--- src/design/sat_ram.sv ---
// sat_ram: generic single-write, single-read RAM with registered read
// no dependencies
`default_nettype none
module sat_ram #(
    parameter int WIDTH = 8,
    parameter int DEPTH = 16
) (
    input  wire logic                     aclk,
    input  wire logic                     wr_en,
    input  wire logic [$clog2(DEPTH)-1:0] wr_addr,
    input  wire logic [WIDTH-1:0]         wr_data,
    input  wire logic                     rd_en,
    input  wire logic [$clog2(DEPTH)-1:0] rd_addr,
    output logic      [WIDTH-1:0]         rd_data
);
    logic [WIDTH-1:0] mem [DEPTH];

    // write port and registered read port
    always_ff @(posedge aclk) begin
        if (wr_en) begin
            mem[wr_addr] <= wr_data;
        end
        if (rd_en) begin
            rd_data <= mem[rd_addr];
        end
    end
endmodule
`default_nettype wire

--- config.mk ---
export PLATFORM = sky130hd
export DESIGN_NAME = sat_ram
export DESIGN_NICKNAME = d
export VERILOG_FILES = /design/src/design/sat_ram.sv
export SDC_FILE = /design/constraint.sdc
export NUM_CORES = 1
export LEC_CHECK = 0
export BUFFER_PORTS_ARGS = -buffer_cell sky130_fd_sc_hd__buf_2
export CORE_MARGIN = 2
export CORE_UTILIZATION = 60
export DETAILED_ROUTE_END_ITERATION = 12
export HOLD_SLACK_MARGIN = 0.06
export PLACE_DENSITY_LB_ADDON = 0.25
export SYNTH_ARGS = -nofsm -noshare
export SYNTH_HDL_FRONTEND = slang
export SYNTH_SLANG_ARGS = --single-unit
--- constraint.sdc ---
create_clock -name aclk -period 1.9 [get_ports aclk]
set_input_delay 0.095 -clock aclk [delete_from_list [all_inputs] [get_ports aclk]]
set_output_delay 0.095 -clock aclk [all_outputs]
set_load 0.02 [all_outputs]
==> metrics <==
mapped cell area=5230 µm²; main combinational cell family by area after synthesis=multiplexers; max_cap viols=0; met3 GRT Util=7.41%; Synth Area in Compound Gates=2.30%; TNS Setup=0 ns; DRT Pass-1 Iters=4; Nets=314; DP Area=5600 µm²; syn avg cell area=22.8 µm²; worst-skew pair later-pin latency=0.53 ns; commonest non-fill, non-tap cell in the layout=edfxtp_1; Initial Utilization=60.8%; outcome=complete, no violations; TritonCTS clock tree=done; multiplexer share of the synthesized area=14.8%; GRT Max-Usage Layer=met2; # H-tree levels=4; Filler Cell Count=477; net count after synthesis=248; power consumption=7.31 mW; Synth Area in XOR/XNOR=0%; Port Buf Inserts=26; Root Driver=clkbuf_8; Syn. warnings=0; Critical Path RT=2.16 ns; Fmax=649 MHz; first-pass GRT wire length=15,600 µm; startpoint types=flip-flop; core area=8590 µm²; GRT Util Overall=23.5%; worst hold margin=0.134 ns; Static Leak=2.17 nW; Global Route met1 Usage=31.2%; Area Growth Syn to Fin=21.1%; CP endpoint kind=flip-flop; Syn Inst Count=229; die area=9480 µm²; final setup vio count=0; CTS max path bufs=2; sequential area share after synthesis=78.1%; fin. max-slew vios=0; crit share post-route=81.1%; Synth Area in Simple Gates=3.14%; clock skew after layout=0.00715 ns; Slew HR=68.0%; initial antenna violation count=0; row count=34; Initial DRC Count=239; Via Count=2,538; Clock Pin Slew Worst Setup and Hold Paths=0.06 ns; Final Instance Area=6330 µm²; Cell Pwr Density=1150 nW/µm²; Post-CTS Resized=0; fraction of layout cells with a size suffix above 1=31.3%; crit path DAT=1.80 ns; count of different cell masters after synthesis=18; fin crit period=1.54 ns; ant diodes=0; post-synthesis register bit count=136; Die Wd=97.3 µm; largest net degree at the start of global routing=22; RSZ-0062 raised after global routing=no; Critical Path Fanout Max=1; critical path type=flip-flop to flip-flop; IO Count=27; total global routing overflow=0; Worst-Margin Slew=0.480 ns; vias in the first global route=2,628; RePlAce Congestion=0.740; DRT Wirelength=10,100 µm; VDD IR max=765 µV; Synth Area in Adders=0%; met2 Track Usage GR=37.7%; Post-DRT Antenna Nets=0; Hold Path Class=input pin to flip-flop; hpwl dp=6020 µm; via/cell ratio=6.12; final hold violation count=0; CTS buffer count=17; wire per inst=24.4 µm; Clock Sinks=136; # DRC=0; die height=97.3 µm; most frequent cells in the layout=edfxtp_1 (136), buf_2 (26), buf_4 (20)
## area by class of cell
type | instances | area (µm²) | share of cell area (%)
Sequential cell | 136 | 4080 | 64.5
Multi-Input combinational cell | 83 | 1060 | 16.7
Clock buffer | 18 | 418 | 6.60
Timing Repair Buffer | 57 | 410 | 6.48
Clock inverter | 13 | 228 | 3.60
Tap cell | 108 | 135 | 2.13
## worst paths after layout
kind	slack (ns)	endpoint	cells past startpoint	start
worst min register to register	0.75	rd_data[0]$_DFFE_PP_	3	mem[6][0]$_DFFE_PP_
worst max register to register	0.36	rd_data[7]$_DFFE_PP_	3	mem[11][7]$_DFFE_PP_
worst min-delay path	0.13	mem[8][1]$_DFFE_PP_	3	wr_addr[0]
worst max-delay path	0.36	rd_data[7]$_DFFE_PP_	3	mem[11][7]$_DFFE_PP_
## report_power, final
part | total [mW] | switching, mW | internal (mW)
Combinational | 0.341 | 0.192 | 0.148
Sequential | 3.40 | 0.0192 | 3.38
Clock | 3.57 | 1.19 | 2.38
Total | 7.31 | 1.40 | 5.91
## Yosys cell counts, drive strengths merged
| cell | instances | area share (%) |
|---|---|---|
| nand3b | 2 | 0.29 |
| nor2b | 1 | 0.12 |
| buf | 7 | 1.1 |
| or3b | 1 | 0.17 |
| nand2 | 9 | 0.65 |
| nand3 | 1 | 0.096 |
| nand2b | 2 | 0.24 |
| nor3 | 4 | 0.38 |
| and2 | 1 | 0.12 |
| mux4 | 32 | 15 |
| and2b | 1 | 0.14 |
| edfxtp | 136 | 78 |
| clkdlybuf4s25 | 3 | 0.57 |
| a22oi | 16 | 2.3 |
| nor2 | 13 | 0.93 |
## logic make-up after synthesis
group | after synthesis
and+or+nand+nor | 35
buffers and inverters | 10
DFF | 136
AOI/OAI and AO/OA | 16
muxes | 32
## per-layer routing
metal	up-vias	share of wire (%)	wire length [µm]
li1	1110	-	-
met1	1317	40	4060
met2	91	52	5220
met3	20	6.3	633
met4	0	2.1	215
met5	-	0	0
## sequential cells by signal (all words and copies together), names as in the netlist
name	count
mem	128
rd_data	8
## worst max-delay path: stages (launching register included)
cell and delay, ns:
edfxtp_1 0.38, mux4_2 0.49, a22oi_1 0.32, nand2_1 0.09
## per-stage QoR
| stage | worst slack (ns) | utilization, % | instances |
|---|---|---|---|
| 4_1_cts | 0.334 | 73.7 | 415 |
| 6_report | 0.360 | 73.7 | 415 |
| 2_1_floorplan | 0.312 | - | 229 |
| 3_3_place_gp | 0.183 | 65.1 | 375 |
| 5_1_grt | 0.309 | 73.7 | 415 |
| 3_5_place_dp | 0.180 | 65.1 | 375 |
## what timing repair did
action                                 in CTS  in global routing
hold buffers                                9                  0
setup buffers                               0                  0
endpoints found under the hold margin     136                  0
setup endpoints to repair                   0                  0
Power figures use the tool's default switching activity.
